**src/hw/rtl/rsd_pkg.sv**
```systemverilog
// ----------------------------------------------------------------------------
// rsd_pkg: shared types and constants of the run-length sprite row decoder
// Holds the decode codes, the byte phase encoding, the clamp limits and the
// structs passed between the decoder, the result queue and the top level.
// ----------------------------------------------------------------------------
`timescale 1ns / 1ps
`default_nettype none

package rsd_pkg;

   // clamp limits for the image size registers
   localparam int MAX_WIDTH  = 1024;
   localparam int MAX_HEIGHT = 1024;

   localparam int COL_W  = 11;
   localparam int ADDR_W = 20;

   // column and row counters saturate here
   localparam logic [COL_W-1:0] COL_MAX = 11'd2047;

   // shadow fill key colors
   localparam logic [15:0] KEY_RGB555 = 16'h7c1f;
   localparam logic [15:0] KEY_RGB565 = 16'hf81f;

   // register indexes on the csr port
   localparam logic [1:0] CSR_DECODE_MODE  = 2'd0;
   localparam logic [1:0] CSR_PIXEL_FORMAT = 2'd1;
   localparam logic [1:0] CSR_IMAGE_WIDTH  = 2'd2;
   localparam logic [1:0] CSR_IMAGE_HEIGHT = 2'd3;

   typedef enum logic [1:0] {
      MODE_COLOR16 = 2'd0,
      MODE_INDEXED = 2'd1,
      MODE_SHADOW  = 2'd2,
      MODE_RAW     = 2'd3
   } decode_mode_type;

   // byte phase: control low, control high, pixel low, pixel high
   typedef enum logic [3:0] {
      PH_CTRL_LO = 4'b0001,
      PH_CTRL_HI = 4'b0010,
      PH_PIX_LO  = 4'b0100,
      PH_PIX_HI  = 4'b1000
   } phase_type;

   typedef struct packed {
      decode_mode_type  mode;
      logic             pix_fmt;
      logic [COL_W-1:0] width;
      logic [COL_W-1:0] height;
   } cfg_type;

   typedef struct packed {
      phase_type         phase;
      logic [7:0]        held;
      logic [COL_W-1:0]  column;
      logic [COL_W-1:0]  row;
      logic [ADDR_W-1:0] row_base;
      logic [7:0]        run_rem;
      logic              line_end;
      logic              finished;
   } dec_state_type;

   typedef struct packed {
      logic [ADDR_W-1:0] addr;
      logic [7:0]        len;
      logic [15:0]       pix;
      logic              done;
      logic              ovf;
      logic              last;
   } rsp_item_type;

endpackage

`default_nettype wire

```
**src/hw/rtl/rle_sprite_row_decoder.sv**
```systemverilog
// A result item is registered in the result queue when its stream byte is accepted.
// Throughput: one stream byte per cycle while req_tready is high; a byte that ends
//   the image after a write gives two results, sent one per beat on the result port.
// req_tready is high while the four-entry result queue has room for two items.
// Reset (synchronous, active high) restores register defaults, clears the decoder
//   state and empties the result queue.
// ----------------------------------------------------------------------------
// rle_sprite_row_decoder: run-length sprite row decoder
// Decodes a sprite byte stream into frame-buffer run writes with skip counts,
// end-of-line control words, shadow fill and raw palette copy.
// ----------------------------------------------------------------------------
`timescale 1ns / 1ps
`default_nettype none

module rle_sprite_row_decoder
   import rsd_pkg::*;
(
   input  wire         clock,
   input  wire         reset,
   // stream input
   input  wire         req_tvalid,
   output logic        req_tready,
   input  wire  [7:0]  req_tdata,   // [7:0] stream_byte
   input  wire  [0:0]  req_tuser,   // [0] image_start
   // results
   output logic        rsp_tvalid,
   input  wire         rsp_tready,
   output logic [47:0] rsp_tdata,   // [19:0] write_address, [27:20] run_length,
                                    // [43:28] pixel_value, [47:44] zero
   output logic [1:0]  rsp_tuser,   // [0] image_done, [1] overflow
   output logic        rsp_tlast,
   // configuration writes
   input  wire         csr_valid,
   output logic        csr_ready,
   input  wire  [1:0]  csr_addr,
   input  wire  [10:0] csr_data
);

   cfg_type       cfg_ff;
   dec_state_type state_ff, state_in;
   rsp_item_type  res0, res1, out_item;
   logic [1:0]    res_cnt;
   logic [1:0]    push_cnt;
   logic          room_ok;
   logic          accept;

   assign req_tready = room_ok;
   assign accept     = req_tvalid && req_tready;
   assign csr_ready  = 1'b1;

   // configuration registers
   always_ff @(posedge clock) begin
      if (reset) begin
         cfg_ff.mode    <= MODE_COLOR16;
         cfg_ff.pix_fmt <= 1'b0;
         cfg_ff.width   <= 11'd1;
         cfg_ff.height  <= 11'd1;
      end else if (csr_valid) begin
         case (csr_addr)
            CSR_DECODE_MODE:  cfg_ff.mode    <= decode_mode_type'(csr_data[1:0]);
            CSR_PIXEL_FORMAT: cfg_ff.pix_fmt <= csr_data[0];
            CSR_IMAGE_WIDTH:  cfg_ff.width   <= csr_data;
            CSR_IMAGE_HEIGHT: cfg_ff.height  <= csr_data;
            default: begin
            end
         endcase
      end
   end

   // decode step
   rsd_decode u_decode (
      .cfg         (cfg_ff),
      .state_cur   (state_ff),
      .stream_byte (req_tdata),
      .image_start (req_tuser[0]),
      .state_nxt   (state_in),
      .res0        (res0),
      .res1        (res1),
      .res_cnt     (res_cnt)
   );

   // decoder state advances on each accepted beat
   always_ff @(posedge clock) begin
      if (reset) begin
         state_ff.phase    <= PH_CTRL_LO;
         state_ff.held     <= '0;
         state_ff.column   <= '0;
         state_ff.row      <= '0;
         state_ff.row_base <= '0;
         state_ff.run_rem  <= '0;
         state_ff.line_end <= 1'b0;
         state_ff.finished <= 1'b0;
      end else if (accept) begin
         state_ff <= state_in;
      end
   end

   assign push_cnt = accept ? res_cnt : 2'd0;

   // result queue
   rsd_rsp_queue u_queue (
      .clock     (clock),
      .reset     (reset),
      .push_cnt  (push_cnt),
      .push0     (res0),
      .push1     (res1),
      .room_ok   (room_ok),
      .out_valid (rsp_tvalid),
      .out_ready (rsp_tready),
      .out_item  (out_item)
   );

   // result beat packing
   assign rsp_tdata = {4'b0, out_item.pix, out_item.len, out_item.addr};
   assign rsp_tuser = {out_item.ovf, out_item.done};
   assign rsp_tlast = out_item.last;

endmodule

`default_nettype wire

```
**src/hw/rtl/rsd_decode.sv**
```systemverilog
// ----------------------------------------------------------------------------
// rsd_decode: per-byte decode step
// Takes the current decoder state, the configuration and one stream byte and
// gives the next state and up to two result items.
// ----------------------------------------------------------------------------
`timescale 1ns / 1ps
`default_nettype none

module rsd_decode
   import rsd_pkg::*;
(
   input  wire cfg_type       cfg,
   input  wire dec_state_type state_cur,
   input  wire [7:0]          stream_byte,
   input  wire                image_start,
   output dec_state_type      state_nxt,
   output rsp_item_type       res0,
   output rsp_item_type       res1,
   output logic [1:0]         res_cnt
);

   localparam int WIDTH_CAP  = (MAX_WIDTH  > 2047) ? 2047 : MAX_WIDTH;
   localparam int HEIGHT_CAP = (MAX_HEIGHT > 2047) ? 2047 : MAX_HEIGHT;

   logic [COL_W-1:0] eff_w;
   logic [COL_W-1:0] eff_h;

   // clamp width and height to their legal ranges
   always_comb begin
      if (cfg.width == '0) begin
         eff_w = 11'd1;
      end else if (int'(cfg.width) > WIDTH_CAP) begin
         eff_w = COL_W'(WIDTH_CAP);
      end else begin
         eff_w = cfg.width;
      end
      if (cfg.height == '0) begin
         eff_h = 11'd1;
      end else if (int'(cfg.height) > HEIGHT_CAP) begin
         eff_h = COL_W'(HEIGHT_CAP);
      end else begin
         eff_h = cfg.height;
      end
   end

   // main decode step
   always_comb begin
      dec_state_type     st;
      dec_state_type     nx;
      rsp_item_type      a;
      rsp_item_type      d;
      logic              emit_a;
      logic              emit_d;
      logic              do_end;
      logic              do_pix;
      logic              do_run;
      logic [15:0]       pix_val;
      logic [11:0]       sum_sk;
      logic [COL_W-1:0]  col_sk;
      logic [11:0]       sum_len;
      logic [11:0]       sum_inc;
      logic [COL_W-1:0]  col_inc;
      logic [ADDR_W-1:0] pix_addr;
      logic [ADDR_W-1:0] sh_addr;
      logic [COL_W-1:0]  room;
      logic [7:0]        n_run;
      logic [7:0]        rr_dec;
      logic [15:0]       key;

      st = state_cur;
      if (image_start) begin
         st.phase    = PH_CTRL_LO;
         st.held     = '0;
         st.column   = '0;
         st.row      = '0;
         st.row_base = '0;
         st.run_rem  = '0;
         st.line_end = 1'b0;
         st.finished = 1'b0;
      end
      nx      = st;
      a       = '0;
      d       = '0;
      d.done  = 1'b1;
      emit_a  = 1'b0;
      emit_d  = 1'b0;
      do_end  = 1'b0;
      do_pix  = 1'b0;
      do_run  = 1'b0;
      pix_val = {stream_byte, st.held};
      key     = cfg.pix_fmt ? KEY_RGB565 : KEY_RGB555;

      // saturating column sums
      sum_sk  = {1'b0, st.column} + {5'b0, stream_byte[6:0]};
      col_sk  = sum_sk[11] ? COL_MAX : sum_sk[COL_W-1:0];
      sum_len = {1'b0, col_sk} + {4'b0, st.held};
      sum_inc = {1'b0, st.column} + 12'd1;
      col_inc = sum_inc[11] ? COL_MAX : sum_inc[COL_W-1:0];

      pix_addr = st.row_base + {9'b0, st.column};
      sh_addr  = st.row_base + {9'b0, col_sk};
      room     = eff_w - col_sk;
      n_run    = ({3'b0, st.held} < room) ? st.held : room[7:0];
      rr_dec   = (st.run_rem != '0) ? st.run_rem - 8'd1 : '0;

      if (!st.finished) begin
         if (cfg.mode == MODE_RAW) begin
            // raw copy: low byte held on even phase, pixel on odd phase
            if ((st.phase == PH_CTRL_HI) || (st.phase == PH_PIX_HI)) begin
               do_pix   = 1'b1;
               nx.phase = PH_CTRL_LO;
               if (col_inc >= eff_w) begin
                  do_end = 1'b1;
               end
            end else begin
               nx.held  = stream_byte;
               nx.phase = PH_CTRL_HI;
            end
         end else begin
            case (st.phase)
               PH_CTRL_LO: begin
                  nx.held  = stream_byte;
                  nx.phase = PH_CTRL_HI;
               end
               PH_CTRL_HI: begin
                  nx.column = col_sk;
                  nx.phase  = PH_CTRL_LO;
                  if (cfg.mode == MODE_SHADOW) begin
                     if (st.held != '0) begin
                        emit_a = 1'b1;
                        a.addr = sh_addr;
                        a.pix  = key;
                        if (col_sk >= eff_w) begin
                           a.len = '0;
                           a.ovf = 1'b1;
                        end else begin
                           a.len = n_run;
                           a.ovf = (st.held > n_run);
                        end
                        nx.column = sum_len[11] ? COL_MAX : sum_len[COL_W-1:0];
                     end
                     do_end = stream_byte[7];
                  end else if (st.held != '0) begin
                     nx.run_rem  = st.held;
                     nx.line_end = stream_byte[7];
                     nx.phase    = PH_PIX_LO;
                  end else begin
                     do_end = stream_byte[7];
                  end
               end
               PH_PIX_LO: begin
                  if (cfg.mode == MODE_INDEXED) begin
                     pix_val = {8'b0, stream_byte};
                     do_run  = 1'b1;
                  end else begin
                     nx.held  = stream_byte;
                     nx.phase = PH_PIX_HI;
                  end
               end
               PH_PIX_HI: begin
                  do_run = 1'b1;
               end
               default: begin
                  nx.phase = PH_CTRL_LO;
               end
            endcase
         end

         // one pixel of a run
         if (do_run) begin
            do_pix     = 1'b1;
            nx.run_rem = rr_dec;
            if (rr_dec == '0) begin
               nx.phase = PH_CTRL_LO;
               do_end   = st.line_end;
            end else begin
               nx.phase = PH_PIX_LO;
            end
         end

         // single pixel write, suppressed past the row width
         if (do_pix) begin
            emit_a    = 1'b1;
            a.addr    = pix_addr;
            a.pix     = pix_val;
            a.len     = (st.column < eff_w) ? 8'd1 : 8'd0;
            a.ovf     = !(st.column < eff_w);
            nx.column = col_inc;
         end

         // row end and image done marker
         if (do_end) begin
            nx.column   = '0;
            nx.row_base = st.row_base + {9'b0, eff_w};
            nx.phase    = PH_CTRL_LO;
            nx.run_rem  = '0;
            nx.line_end = 1'b0;
            if (({1'b0, st.row} + 12'd1) >= {1'b0, eff_h}) begin
               nx.finished = 1'b1;
               emit_d      = 1'b1;
            end
            if (st.row != COL_MAX) begin
               nx.row = st.row + 11'd1;
            end
         end
      end

      // order the results, last marks the final one of the byte
      state_nxt = nx;
      res0      = emit_a ? a : d;
      res0.last = !(emit_a && emit_d);
      res1      = d;
      res1.last = 1'b1;
      res_cnt   = {1'b0, emit_a} + {1'b0, emit_d};
   end

endmodule

`default_nettype wire

```
**src/hw/rtl/rsd_rsp_queue.sv**
```systemverilog
// ----------------------------------------------------------------------------
// rsd_rsp_queue: result queue
// Four-entry queue that takes up to two result items per cycle and hands out
// one per beat on the result channel.
// ----------------------------------------------------------------------------
`timescale 1ns / 1ps
`default_nettype none

module rsd_rsp_queue
   import rsd_pkg::*;
(
   input  wire               clock,
   input  wire               reset,
   input  wire [1:0]         push_cnt,
   input  wire rsp_item_type push0,
   input  wire rsp_item_type push1,
   output logic              room_ok,
   output logic              out_valid,
   input  wire               out_ready,
   output rsp_item_type      out_item
);

   localparam int DEPTH = 4;

   rsp_item_type mem_ff [DEPTH];
   logic [1:0]   wr_ptr_ff, wr_ptr_in;
   logic [1:0]   rd_ptr_ff, rd_ptr_in;
   logic [2:0]   count_ff, count_in;
   logic         pop;
   logic [1:0]   wr_ptr_nx1;

   assign out_valid  = (count_ff != '0);
   assign room_ok    = (count_ff <= 3'd2);
   assign pop        = out_valid && out_ready;
   assign out_item   = mem_ff[rd_ptr_ff];
   assign wr_ptr_nx1 = wr_ptr_ff + 2'd1;

   // pointer and fill count update
   always_comb begin
      wr_ptr_in = wr_ptr_ff + push_cnt;
      rd_ptr_in = rd_ptr_ff + {1'b0, pop};
      count_in  = count_ff + {1'b0, push_cnt} - {2'b0, pop};
   end

   always_ff @(posedge clock) begin
      if (reset) begin
         wr_ptr_ff <= '0;
         rd_ptr_ff <= '0;
         count_ff  <= '0;
      end else begin
         wr_ptr_ff <= wr_ptr_in;
         rd_ptr_ff <= rd_ptr_in;
         count_ff  <= count_in;
      end
   end

   // entry storage
   always_ff @(posedge clock) begin
      if (push_cnt != 2'd0) begin
         mem_ff[wr_ptr_ff] <= push0;
      end
      if (push_cnt == 2'd2) begin
         mem_ff[wr_ptr_nx1] <= push1;
      end
   end

endmodule

`default_nettype wire

```
**config.mk**
```make
export PLATFORM = sky130hd
export DESIGN_NAME = rle_sprite_row_decoder
export DESIGN_NICKNAME = d
export VERILOG_FILES = /design/src/hw/rtl/rsd_pkg.sv /design/src/hw/rtl/rle_sprite_row_decoder.sv /design/src/hw/rtl/rsd_decode.sv /design/src/hw/rtl/rsd_rsp_queue.sv
export SDC_FILE = /design/constraint.sdc
export NUM_CORES = 1
export LEC_CHECK = 0
export BUFFER_PORTS_ARGS = -buffer_cell sky130_fd_sc_hd__buf_2
export CAP_MARGIN = 20
export CELL_PAD_IN_SITES_DETAIL_PLACEMENT = 0
export CELL_PAD_IN_SITES_GLOBAL_PLACEMENT = 1
export CORE_MARGIN = 4
export CORE_UTILIZATION = 45
export CTS_BUF_LIST = sky130_fd_sc_hd__clkbuf_16
export CTS_CLUSTER_DIAMETER = 200
export DETAILED_ROUTE_END_ITERATION = 16
export MAX_ROUTING_LAYER = met4
export PLACE_DENSITY = 0.86
export SETUP_SLACK_MARGIN = 0.05
export SLEW_MARGIN = 40
export SYNTH_ARGS = -nofsm -noshare
export SYNTH_HDL_FRONTEND = slang
export SYNTH_SLANG_ARGS = --single-unit
```
**constraint.sdc**
```tcl
create_clock -name clock -period 9.7 [get_ports clock]
set_clock_uncertainty 0.1 [all_clocks]
set_input_delay 1.94 -clock clock [delete_from_list [all_inputs] [get_ports clock]]
set_output_delay 1.94 -clock clock [all_outputs]
set_load 0.02 [all_outputs]
```
After elaboration in Yosys (flattened, before gate mapping)
Memory sizes are Yosys's and may differ from the RTL's. A register that Yosys moved wholly into a read port is not among the register bits. Cells that the tools add are included.

Flip-flop bits (word level): 96. RAM bits: 188. Output and inout bits: 54. Logic and storage cells: 157. Memories: 1.

Memories: u_queue.mem_ff (depth 4, width 47, read ports 1, clocked after Yosys merged registers in 1, write ports 2, RTL line rsd_rsp_queue.sv:25) `rsp_item_type mem_ff [DEPTH];`.

Add/subtract/negate cells: 16. $lt $le $gt $ge: 9. Equality and inequality tests: 12. Mux-type cells: 86. Reduce and logical (&&, ||, !) cells: 18.

Operator list (number): $mux 44 (6); $mux 11 (13); $mux 64 (2); $mux 16 (4); $add 20x11->20 (3); $mux 52 (1); $mux 47 (1); $mux 8 (5); $mux 1 (37); $mux 9 (4); $add 11x1->12 const B (2); $mux 12 (2); $ge 11x11->1 (2); $gt 11x11->1 const B (2); $logic_not 11->1 (2); $pmux 4 s4 (1); $pmux 8 s2 (1); $reduce_bool 8->1 (2); $add 11x7->12 (1); $add 11x8->12 (1); $ge 12x11->1 (1); $mux 4 (3); $add 11x1->11 const B (1); $lt 11x11->1 (1); 29 further kinds (43).

Logic depth before layout (Yosys ltp)
Gate-level depths: netlist of run 1.

Word-level depth: 17. Mapped depth: 39. Gate-level depth less buffers: 36.

Cells and area by module
From an unflattened synthesis of run 1, not the netlist that was laid out.

Cells, all modules: 2104. Area, all modules: 21261.6 µm².

By module, submodules not included: rsd_rsp_queue (times used 1, cells an instance 501, area an instance 9491.6 µm²); rsd_decode (times used 1, cells an instance 1207, area an instance 7915.1 µm²); rle_sprite_row_decoder (times used 1, cells an instance 396, area an instance 3854.9 µm²).

Least setup slack after synthesis of run 1
Ideal clock, no wire load.

Path type: input port to flip-flop. From: input port req_tuser. To: memory u_queue.mem_ff[3][1] in the netlist's numbering. Library setup time: 128 ps. Arrival time: 8432 ps. Required time: 9472 ps. Slack: 1041 ps. Stages on the path: 37. Buffers on the path: 5. Cell sequence: buf_4 buf_2 buf_2 buf_1 nor2b_1 ha_1 a31oi_1 o21a_1 nor2_1 or2_2 ha_1 fa_1 nor2b_1 o31a_1 o21ai_0 nand2b_1 xnor2_1 ha_1 o21a_1 o21ai_0 a221oi_1 o41a_1 o211ai_1 a211o_1 buf_2 mux2i_1 inv_1 ha_1 nor2b_1 o21a_1 o21a_1 o21a_1 o21bai_1 a22o_1 nand3_1 a32oi_1 nor2_1.

RTL lines: start, declared (RTL line rle_sprite_row_decoder.sv:24) `input wire [0:0] req_tuser,`; end, declared (RTL line rsd_rsp_queue.sv:25).

==> results.md, run 1 <==
- Area delta synth->final: 9.716%
- Core area: slightly below 0.04 sq mm
- Crit-path max FO: 91
- Total Die Area: approximately 0.043 sq mm
- Max Freq: 115.3 MHz
- CP arrival: 9.03 ns
- Fill count: 3843
- Vias: 17220
- Row count: between 70 and 80
- Total gr overflow: 0
- Finished Core Util: 49.90%
- Total Routed Length: 60220 um
- Via-per-instance ratio: 6.096
- Skew-Pair Late Insertion Delay: ~0.6 ns
- Hold_ws: 0.3479 ns
- Max incr delay on CP: roughly 0.45 ns
- Commonest cells post-synth: nand2_1 (403), dfxtp_1 (284), a21oi_1 (221)
- Layout cells sized above 1: 10.87%
- Worst Reg-to-Reg Cells: 33
- Num CTS Buffers: 31
- Register area share after synthesis: roughly a third
- RSZ-0062 raised after global routing: false
- Largest net degree at the start of global routing: 92
- Initial antenna violation count: 0
- Global-route wire length before repair: 93380 um
- IO Port Bufs: 75
- Synth top area share: a little under a third
- Worst path most repeated cell: o21a_1
- Gate Count Post-Synth: roughly 2300
- Max Buffers Root-to-Sink: 3
- Detailed placement HPWL: 43580 um
- Critical path endpoint category: register
- Layout Nets: 2417
- IR Drop Worst-Case VDD: between 0.1 and 0.15 mV
- Pleak: about 8 nW
- Final Hold Vio Count: 0
- Power per Cell Area: 151.7 mW/mm^2
- Hold WC Path Type: reg2reg
- Ys Warns: 0
- Setup violations, final: 0
- 1st-iter DRT viols: 1627
- Top Ports: 81
- Synth top area cells: dfxtp_1 (32%), nand2_1 (8.4%), ha_1 (7.4%), a21oi_1 (6.1%), mux4_2 (5.9%)
- Initial Utilization: a little under half
- Post-route ant nets: 0
- Slew Limit Fails: 0
- CTS tree: yes
- CTS root buf: clkbuf_16
- Dominant cell type by area after synthesis: dfxtp_1
- Final worst path period share: between 80% and 90%
- Post-DR wirelength/cell: roughly 21 um
- Clock Sink Count: between 200 and 300
- Vias in the first global route: 16270
- Kind of critical path: in2reg
- CP startpoint: req_tuser
- Status: finished clean
- Crit path max-delay cell type: a211o_1
- Worst-margin pin slew: 0.8599 ns
- GRT Total Usage: 27.33%
- H-tree Lvls: 1
- DRT Pass-1 Iters: 6
- Critical path required time: 10.06 ns
- #FFs+latches synth: 284
- Reg-to-reg slack, setup: 1.97 ns
- R2r startpoint: state_ff[42]$_SDFFE_PP0P_
- Final RePlAce weighted congestion: ~1.1
- Chip width: about 210 um
- Async set-or-reset flop fraction in the synthesized netlist: 0%
- Crit start category: input pin
- Residual DRC count: 0
- Avg Cell Area, Syn: 7.904 sq um
- Antenna Cells: 0
- Tmin final: 8.674 ns
- Most frequent cell after synthesis: nand2_1
- CP endpoint: u_queue.mem_ff[2][1]$_SDFFE_PP0P_
- Yosys cell types: between 90 and 100
- Slew margin rel.: a little over two fifths
- Hold_buf cts: 0
- Synth Flop Type: dfxtp_1
- MaxCap Viol Count: 0
- CTS resizes: 0
- Buffer count from post-CTS setup fixing: 0
- Clk pin slew, worst setup/hold paths: around 0.060 ns
- Die Ht: 208.2 um
- Final TNS setup: 0 ns
- Post-synth EDFFs: 0
- R2R Path End: u_queue.mem_ff[2][1]$_SDFFE_PP0P_
- Post-Syn Area: 0.01803 sq mm
-- report_power, final --
group / switching, mW / total, mW / internal [mW]
clock network: 0.501 / 1.15 / 0.654
logic: 0.370 / 0.612 / 0.242
registers: 0.0406 / 1.23 / 1.19
total: 0.911 / 3.00 / 2.09
-- cell type report --
| cell class | instances | area (sq um) | area share [%] |
|---|---|---|---|
| Clock buffer | 31 | 775.7 | 3.922 |
| Clock inverter | 23 | 185.2 | 0.9362 |
| Inverter | 73 | 279.0 | 1.411 |
| Multi-Input combinational cell | 1777 | 11520 | 58.25 |
| Sequential cell | 284 | 5688 | 28.76 |
| Tap cell | 525 | 656.9 | 3.321 |
| Timing Repair Buffer | 111 | 674.4 | 3.409 |
-- stage by stage --
stage	power, mW	worst slack [ns]	cell area (sq um)	cells
CTS	3.016	1.196	19760	2824
global placement	1.851	0.7500	18760	2769
finish	3.001	1.026	19780	2824
floorplan	1.691	1.041	18040	2284
detailed placement	1.862	0.5877	18800	2770
global route	3.128	0.5733	19780	2824
-- sequential cells by signal, indices dropped and copies added, names as in the netlist --
register           flops
u_queue.wr_ptr_ff      2
cfg_ff                25
u_queue.count_ff       3
u_queue.rd_ptr_ff      2
u_queue.mem_ff       188
state_ff              64
-- how the worst min path moves through the flow --
stage,startpoint,to,slack [ns],cells past startpoint
CTS,u_queue.mem_ff[2][27]$_SDFFE_PP0P_,u_queue.mem_ff[2][27]$_SDFFE_PP0P_,0.35,2
finish,u_queue.mem_ff[2][36]$_SDFFE_PP0P_,u_queue.mem_ff[2][36]$_SDFFE_PP0P_,0.35,2
global placement,u_queue.mem_ff[1][41]$_SDFFE_PP0P_,u_queue.mem_ff[1][41]$_SDFFE_PP0P_,0.33,2
global route,u_queue.mem_ff[2][27]$_SDFFE_PP0P_,u_queue.mem_ff[2][27]$_SDFFE_PP0P_,0.37,2
floorplan,u_queue.mem_ff[1][20]$_SDFFE_PP0P_,u_queue.mem_ff[1][20]$_SDFFE_PP0P_,0.32,2
detailed placement,u_queue.mem_ff[2][36]$_SDFFE_PP0P_,u_queue.mem_ff[2][36]$_SDFFE_PP0P_,0.34,2
-- routing by layer --
layer  share of wire [%]  GRT usage, %  vias up  wire [um]
met5                   0             -        -          0
met4                 3.8         9.332        0       2275
met3                 7.1         3.197      123       4254
met2                  46         43.83      749      27710
met1                  43         36.12     8238      25980
li1                    -             -     8105          -
-- critical path: cells and delay by family --
| family | cells | cell delay (ns) |
|---|---|---|
| buffers and inverters | 3 | 0.58 |
| and+or+nand+nor | 8 | 1.30 |
| muxes | 1 | 0.33 |
| AOI/OAI and AO/OA | 16 | 3.11 |
| xor gates and xnor gates | 1 | 0.11 |
| adders and majority gates | 5 | 1.60 |
-- cells by family (layout without fill, tap and decap cells) --
| kind of cell | count (synthesis) | after routing | share of synthesized area, % |
|---|---|---|---|
| AND/OR/NAND/NOR | 876 | 876 | 21.91 |
| AO/OA/AOI/OAI | 623 | 623 | 21.79 |
| flip-flops | 284 | 284 | 31.54 |
| buffers and inverters | 223 | 238 | 5.032 |
| adder cells (fa/ha/maj) | 115 | 115 | 8.148 |
| XOR/XNOR | 81 | 81 | 3.977 |
| multiplexers | 77 | 77 | 7.572 |
| other | 2 | 5 | 0.04166 |
-- cell usage in the layout, fill, tap and decap left out, types with 25 or more instances in the layout --
cell       netlist  final
nand2_1        403    403
nand3_1         42     42
nor3_1          38     33
ha_1           107    107
nor2_1         205    197
buf_4            7     33
mux2i_1         25     25
mux4_2          47     47
o21ai_0        129    128
xnor2_1         44     44
inv_1           69     78
buf_2           19     75
a22o_1          34     34
a21oi_1        221    221
clkbuf_16        0     31
nor2b_1         42     42
a21o_1          29     29
dfxtp_1        284    282
xor2_1          36     36
a31oi_1         25     25
Power figures use the tool's default switching activity.
==> run 2, diff against run 1 <==
- MAX_ROUTING_LAYER: met4 -> default
==> run 2 against run 1 <==
Against the previous run: total power is 4.8% higher; flip-flop and latch count did not move; global-route usage shrank 0.57 points; worst setup slack worse by 0.12 ns; first-iteration DRC count is 1.1% lower; clock power is 13% higher; sequential power about the same; count of clock-buffer cells in the layout increased by 4; via count fell by 0.86%.
==> results.md, run 2 (synthesis gave the netlist of run 1 again) <==
- Status: finished clean
- Detailed placement HPWL: 43850 um (+0.62%)
- R2R Path End: u_queue.mem_ff[0][1]$_SDFFE_PP0P_
- R2r startpoint: state_ff[42]$_SDFFE_PP0P_
- Num CTS Buffers: 34 (+9.7%)
- Post-DR wirelength/cell: 21.25 um (-0.35%)
- Chip width: 208.2 um (unchanged)
- Worst-margin pin slew: 0.8440 ns (-0.01585 ns)
- Top Ports: 81 (unchanged)
- Post-route ant nets: 0 (unchanged)
- Kind of critical path: in2reg
- Fill count: 3841 (-0.052%)
- CTS root buf: clkbuf_16
- Layout cells sized above 1: 11.23% (+0.35 points)
- Reg-to-reg slack, setup: 1.82 ns (-0.15 ns)
- Setup violations, final: 0 (unchanged)
- Via-per-instance ratio: 6.022 (-1.2%)
- Max incr delay on CP: 0.75 ns (+0.30 ns)
- Core area: 0.03964 sq mm (unchanged)
- Total Routed Length: 60220 um (about the same)
- Critical path required time: 10.02 ns (-0.04 ns)
- Final RePlAce weighted congestion: 1.038 (-3.7%)
- MaxCap Viol Count: 0 (unchanged)
- Crit-path max FO: 11 (-88%)
- Crit start category: input pin
- CTS tree: yes
- Final worst path period share: 90.69% (+1.3 points)
- Pleak: 7.946 nW (+0.86%)
- Residual DRC count: 0 (unchanged)
- Number of flip-flops in the largest register: 188 (unchanged)
- Clk pin slew, worst setup/hold paths: 0.06 ns (about the same)
- Worst path most repeated cell: ha_1
- IO Port Bufs: 75 (unchanged)
- Layout Nets: 2422 (+0.21%)
- Final TNS setup: 0 ns (unchanged)
- Most common cell after layout, fill and taps aside: nand2_1
- Total gr overflow: 0 (unchanged)
- Max Buffers Root-to-Sink: 3 (unchanged)
- H-tree Lvls: 2 (+1)
- Total Die Area: 0.04333 sq mm (unchanged)
- Max Freq: 113.7 MHz (-1.4%)
- GRT Total Usage: 26.75% (-0.57 points)
- Row count: 73 (unchanged)
- Power per Cell Area: 157.7 mW/mm^2 (+4.0%)
- Skew-Pair Late Insertion Delay: 0.57 ns (-0.03 ns)
- Hold_buf cts: 0 (unchanged)
- Dpl cells: 2772 (+0.072%)
- IR Drop Worst-Case VDD: 0.1323 mV (-4.5%)
- Worst Reg-to-Reg Cells: 33 (unchanged)
- Global-route wire length before repair: 94010 um (+0.66%)
- Hold WC Path Type: reg2reg
- Vias in the first global route: 16440 (+1.0%)
- DRT Pass-1 Iters: 5 (-1)
- RSZ-0062 raised after global routing: false
- Clock Sink Count: 284 (unchanged)
- Final Hold Vio Count: 0 (unchanged)
- Slew Limit Fails: 0 (unchanged)
- Die Ht: 208.2 um (unchanged)
- Vias: 17070 (-0.86%)
- Largest net degree at the start of global routing: 92 (unchanged)
- Most frequent cells in the layout: nand2_1 (402), dfxtp_1 (282), a21oi_1 (221)
- CTS resizes: 0 (unchanged)
- Initial Utilization: 45.48% (unchanged)
- Crit path max-delay cell type: a222oi_1
- Multi-input gate area: 0.01152 sq mm (about the same)
- CP arrival: 9.11 ns (+0.08 ns)
- Hold path depth: 2 (unchanged)
- Biggest registers after layout: u_queue.mem_ff (188), state_ff (64), cfg_ff (25)
- Critical path endpoint category: register
- Tmin final: 8.797 ns (+0.1230 ns)
- Fin cells: 2834 (+0.35%)
- 1st-iter DRT viols: 1609 (-1.1%)
- Total power: 3.146 mW (+4.8%)
- Buffer count from post-CTS setup fixing: 0 (unchanged)
- Initial antenna violation count: 2 (+2)
- Hold Path Origin: u_queue.mem_ff[0][31]$_SDFFE_PP0P_
- Hold Path End: u_queue.mem_ff[0][31]$_SDFFE_PP0P_
- Slew margin rel.: 42.28% (-0.40 points)
- Area delta synth->final: 10.63%
- Top reg by flops: u_queue.mem_ff
- Register area: 0.005688 sq mm (unchanged)
## run 2: area by class of cell
class                   count  area share [%]
well taps                 525           3.294
clock inverters            25           1.167
multi-input cells        1777           57.75
inverters                  73           1.399
repair buffers            113           3.457
clock buffers              35           4.391
diodes                      2         0.02509
flip-flops and latches    284           28.52
## run 2: worst max-delay path by stage
| stage | from | end | slack [ns] | cells after the start |
|---|---|---|---|---|
| after floorplan | req_tuser | u_queue.mem_ff[3][1]$_SDFFE_PP0P_ | 1.04 | 37 |
| after global placement | req_tuser | u_queue.mem_ff[3][1]$_SDFFE_PP0P_ | 0.77 | 37 |
| after detailed placement | req_tuser | u_queue.mem_ff[0][1]$_SDFFE_PP0P_ | 0.55 | 36 |
| after CTS | req_tuser | u_queue.mem_ff[0][1]$_SDFFE_PP0P_ | 1.09 | 36 |
| after global routing | req_tuser | u_queue.mem_ff[2][1]$_SDFFE_PP0P_ | 0.56 | 36 |
| final | req_tuser | u_queue.mem_ff[0][1]$_SDFFE_PP0P_ | 0.90 | 36 |
## run 2: stage by stage
| stage | worst slack [ns] | utilization (%) | cell area, sq um | hold WS, ns |
|---|---|---|---|---|
| 2_1_floorplan | 1.041 | - | 18040 | 0.3198 |
| 6_report | 0.9029 | 50.31 | 19940 | 0.3513 |
| 3_3_place_gp | 0.7655 | 47.35 | 18770 | 0.3282 |
| 5_1_grt | 0.5576 | 50.31 | 19940 | 0.3713 |
| 4_1_cts | 1.093 | 50.25 | 19920 | 0.3509 |
| 3_5_place_dp | 0.5460 | 47.46 | 18810 | 0.3410 |
## run 2: power breakdown
group          total (mW)  internal [mW]  switching [mW]
Clock                1.30          0.764           0.533
Sequential           1.23           1.19          0.0404
Combinational       0.615          0.242           0.373
## run 2: per-layer routing
layer  up-vias  global-route usage (%)  share of wire, %
met2       628                   43.53                46
met5         -                       0                 0
met1      8198                   35.71                43
li1       8110                       -                 -
met4         0                   11.14               4.2
met3       131                   4.026               6.5
## run 2: worst max-delay path, delay by kind of cell
kind / cells / cell delay, ns
buf+inv: 6 / 0.62
xor+xnor: 1 / 0.15
simple gates: 6 / 0.98
compound gates: 17 / 3.52
fa+ha+maj: 5 / 1.41
mux: 1 / 0.47
==> run 3, diff against run 2 <==
- BUFFER_PORTS_ARGS: -buffer_cell sky130_fd_sc_hd__buf_2 -> default
- DONT_BUFFER_PORTS: default -> 1
- PLACE_DENSITY: 0.86 -> 0.83
==> run 3 against run 2 <==
Against the previous run: first-iteration DRC count down 3.1%; critical endpoint unchanged; die area unchanged; combinational power down 8.0%; largest cell class unchanged; worst setup slack better by 0.32 ns; global-route usage about the same; count of clock-buffer cells in the layout unchanged; sequential share of layout area up 0.60 points.
==> results.md, run 3 (synthesis gave the netlist of run 1 again) <==
- Largest net degree at the start of global routing: 94 (+2.2%)
- Final Hold Vio Count: 0 (unchanged)
- Buf+Inv Stages, Crit Path: 3 (-3)
- Placed instance area: 0.01841 sq mm (-2.2%)
- Top Ports: 81 (unchanged)
- Chip width: 208.2 um (unchanged)
- 1st-iter DRT viols: 1559 (-3.1%)
- Hold_ws: 0.3506 ns (-0.0007130 ns)
- Max incr delay on CP: 0.44 ns (-0.31 ns)
- Final worst path period share: 87.40% (-3.3 points)
- Post-route ant nets: 0 (unchanged)
- Logic pwr share: 18.3% (-1.2 points)
- Num CTS Buffers: 34 (unchanged)
- Total Die Area: 0.04333 sq mm (unchanged)
- Worst-margin pin slew: 0.7992 ns (-0.04484 ns)
- Number of flip-flops in the largest register: 188 (unchanged)
- Final RePlAce weighted congestion: 1.015 (-2.2%)
- Max Freq: 118.0 MHz (+3.8%)
- Fill count: 3876 (+0.91%)
- Setup violations, final: 0 (unchanged)
- Sequential Power Share: 40.1% (+0.9 points)
- Residual DRC count: 0 (unchanged)
- H-tree Lvls: 2 (unchanged)
- Dpl cells: 2695 (-2.8%)
- Finished Core Util: 49.28% (-1.0 points)
- R2r startpoint: state_ff[42]$_SDFFE_PP0P_
- DRT Pass-1 Iters: 8 (+3)
- Post-DR wirelength/cell: 21.64 um (+1.9%)
- Hold path depth: 2 (unchanged)
- Initial Utilization: 45.48% (unchanged)
- Hold Path Origin: u_queue.mem_ff[1][36]$_SDFFE_PP0P_
- IR Drop Worst-Case VDD: 0.1193 mV (-9.8%)
- Met3 WL: 3841 um (-2.5%)
- Row count: 73 (unchanged)
- Crit path max-delay cell type: a211o_1
- Initial antenna violation count: 0 (-2)
- Crit-path max FO: 93 (+82)
- GRT Total Usage: 26.75% (about the same)
- RSZ-0062 raised after global routing: false
- Critical path required time: 10.01 ns (about the same)
- Fin cells: 2757 (-2.7%)
- Skew-Pair Late Insertion Delay: 0.55 ns (-0.02 ns)
- MaxCap Viol Count: 0 (unchanged)
- Hold WC Path Type: reg2reg
- Final TNS setup: 0 ns (unchanged)
- Hold Path End: u_queue.mem_ff[1][36]$_SDFFE_PP0P_
- Design Area, Final: 0.01953 sq mm (-2.1%)
- Kind of critical path: in2reg
- Buffer count from post-CTS setup fixing: 0 (unchanged)
- Vias: 16860 (-1.2%)
- IO Port Bufs: 0 (-100%)
- Slew margin rel.: 46.02% (+3.7 points)
- R2R Path End: u_queue.mem_ff[0][1]$_SDFFE_PP0P_
- Layout cells sized above 1: 8.423% (-2.8 points)
- CP startpoint: req_tuser
- Power share of the clock group: 41.6% (+0.4 points)
- Layout Nets: 2345 (-3.2%)
- Via-per-instance ratio: 6.114 (+1.5%)
- Met1 Routed Length: 25610 um (-2.2%)
- Die Ht: 208.2 um (unchanged)
- Most frequent cells in the layout: nand2_1 (403), dfxtp_1 (282), a21oi_1 (221)
- Core area: 0.03964 sq mm (unchanged)
- Top reg by flops: u_queue.mem_ff
- Reg-to-reg slack, setup: 2.06 ns (+0.24 ns)
- Critical path endpoint category: register
- Net switching power: 0.9126 mW (-3.5%)
- Power per Cell Area: 158.5 mW/mm^2 (+0.47%)
- Vias in the first global route: 16440 (+0.012%)
- WP depth: 36 (unchanged)
- CTS tree: yes
- Antenna Cells: 0 (-2)
- CP arrival: 8.79 ns (-0.32 ns)
- Detailed placement HPWL: 43320 um (-1.2%)
- CP top delay family: compound AO/OA/AOI/OAI gates
- Worst Reg-to-Reg Cells: 34 (+3.0%)
- Most common cell after layout, fill and taps aside: nand2_1
- Clock Sink Count: 284 (unchanged)
- CTS resizes: 0 (unchanged)
- Crit start category: input pin
- Global-route wire length before repair: 93700 um (-0.32%)
- Total Routed Length: 59670 um (-0.92%)
- CTS root buf: clkbuf_16
- Status: finished clean
- Total gr overflow: 0 (unchanged)
- Area delta synth->final: 8.349%
- Slew Limit Fails: 0 (unchanged)
- Clk pin slew, worst setup/hold paths: 0.06 ns (about the same)
- Internal Dissipation: 2.183 mW (-0.78%)
- Sw frac: 29.48% (-0.58 points)
- Max Buffers Root-to-Sink: 3 (unchanged)
- Met2 Routed Length: 27820 um (+0.92%)
- Pleak: 7.543 nW (-5.1%)
- Top layer in use: met4
- Biggest registers after layout: u_queue.mem_ff (188), state_ff (64), cfg_ff (25)
- Hold_buf cts: 0 (unchanged)
- Tmin final: 8.478 ns (-0.3196 ns)
- Worst path most repeated cell: o21a_1
run 3: worst max path at each step:
stage / endpoint / slack [ns]
2_1_floorplan: u_queue.mem_ff[3][1]$_SDFFE_PP0P_ / 1.04
3_3_place_gp: u_queue.mem_ff[1][1]$_SDFFE_PP0P_ / 1.08
3_5_place_dp: u_queue.mem_ff[0][1]$_SDFFE_PP0P_ / 0.75
4_1_cts: u_queue.mem_ff[0][1]$_SDFFE_PP0P_ / 1.30
5_1_grt: u_queue.mem_ff[1][1]$_SDFFE_PP0P_ / 0.68
6_report: u_queue.mem_ff[0][1]$_SDFFE_PP0P_ / 1.22
run 3: layout make-up:
type	instances	area, sq um	share of cell area [%]
clock inverter	27	239.0	1.223
sequential	284	5688	29.12
timing repair buffer	36	274.0	1.403
inverter	73	279.0	1.428
tap	525	656.9	3.363
multi-input combinational	1777	11520	58.98
clock buffer	35	875.8	4.484
run 3: layer usage:
| metal | track usage (%) | up-vias |
|---|---|---|
| li1 | - | 7961 |
| met1 | 35.69 | 8099 |
| met2 | 43.96 | 661 |
| met3 | 3.438 | 135 |
| met4 | 11.12 | 0 |
| met5 | 0 | - |
run 3: stage by stage:
stage | power (mW) | worst slack (ns)
final | 3.095 | 1.222
after global routing | 3.221 | 0.6791
after CTS | 3.115 | 1.301
after detailed placement | 1.826 | 0.7495
after global placement | 1.817 | 1.080
after floorplan | 1.691 | 1.041
run 3: power by group through the flow:
stage	Clock, mW	Sequential (mW)	Combinational (mW)
final	1.29	1.24	0.566
after global routing	1.36	1.24	0.620
after CTS	1.31	1.24	0.564
after detailed placement	0	1.26	0.561
after global placement	0	1.26	0.553
after floorplan	0	1.23	0.458
run 3: worst register-to-register path: cells and delay by family (launching register included):
kind | cells | cell delay (ns)
compound gates | 16 | 3.12
xor+xnor | 2 | 0.34
fa+ha+maj | 4 | 1.10
buf+inv | 3 | 0.30
flops | 1 | 0.69
mux | 1 | 0.34
simple gates | 8 | 1.53
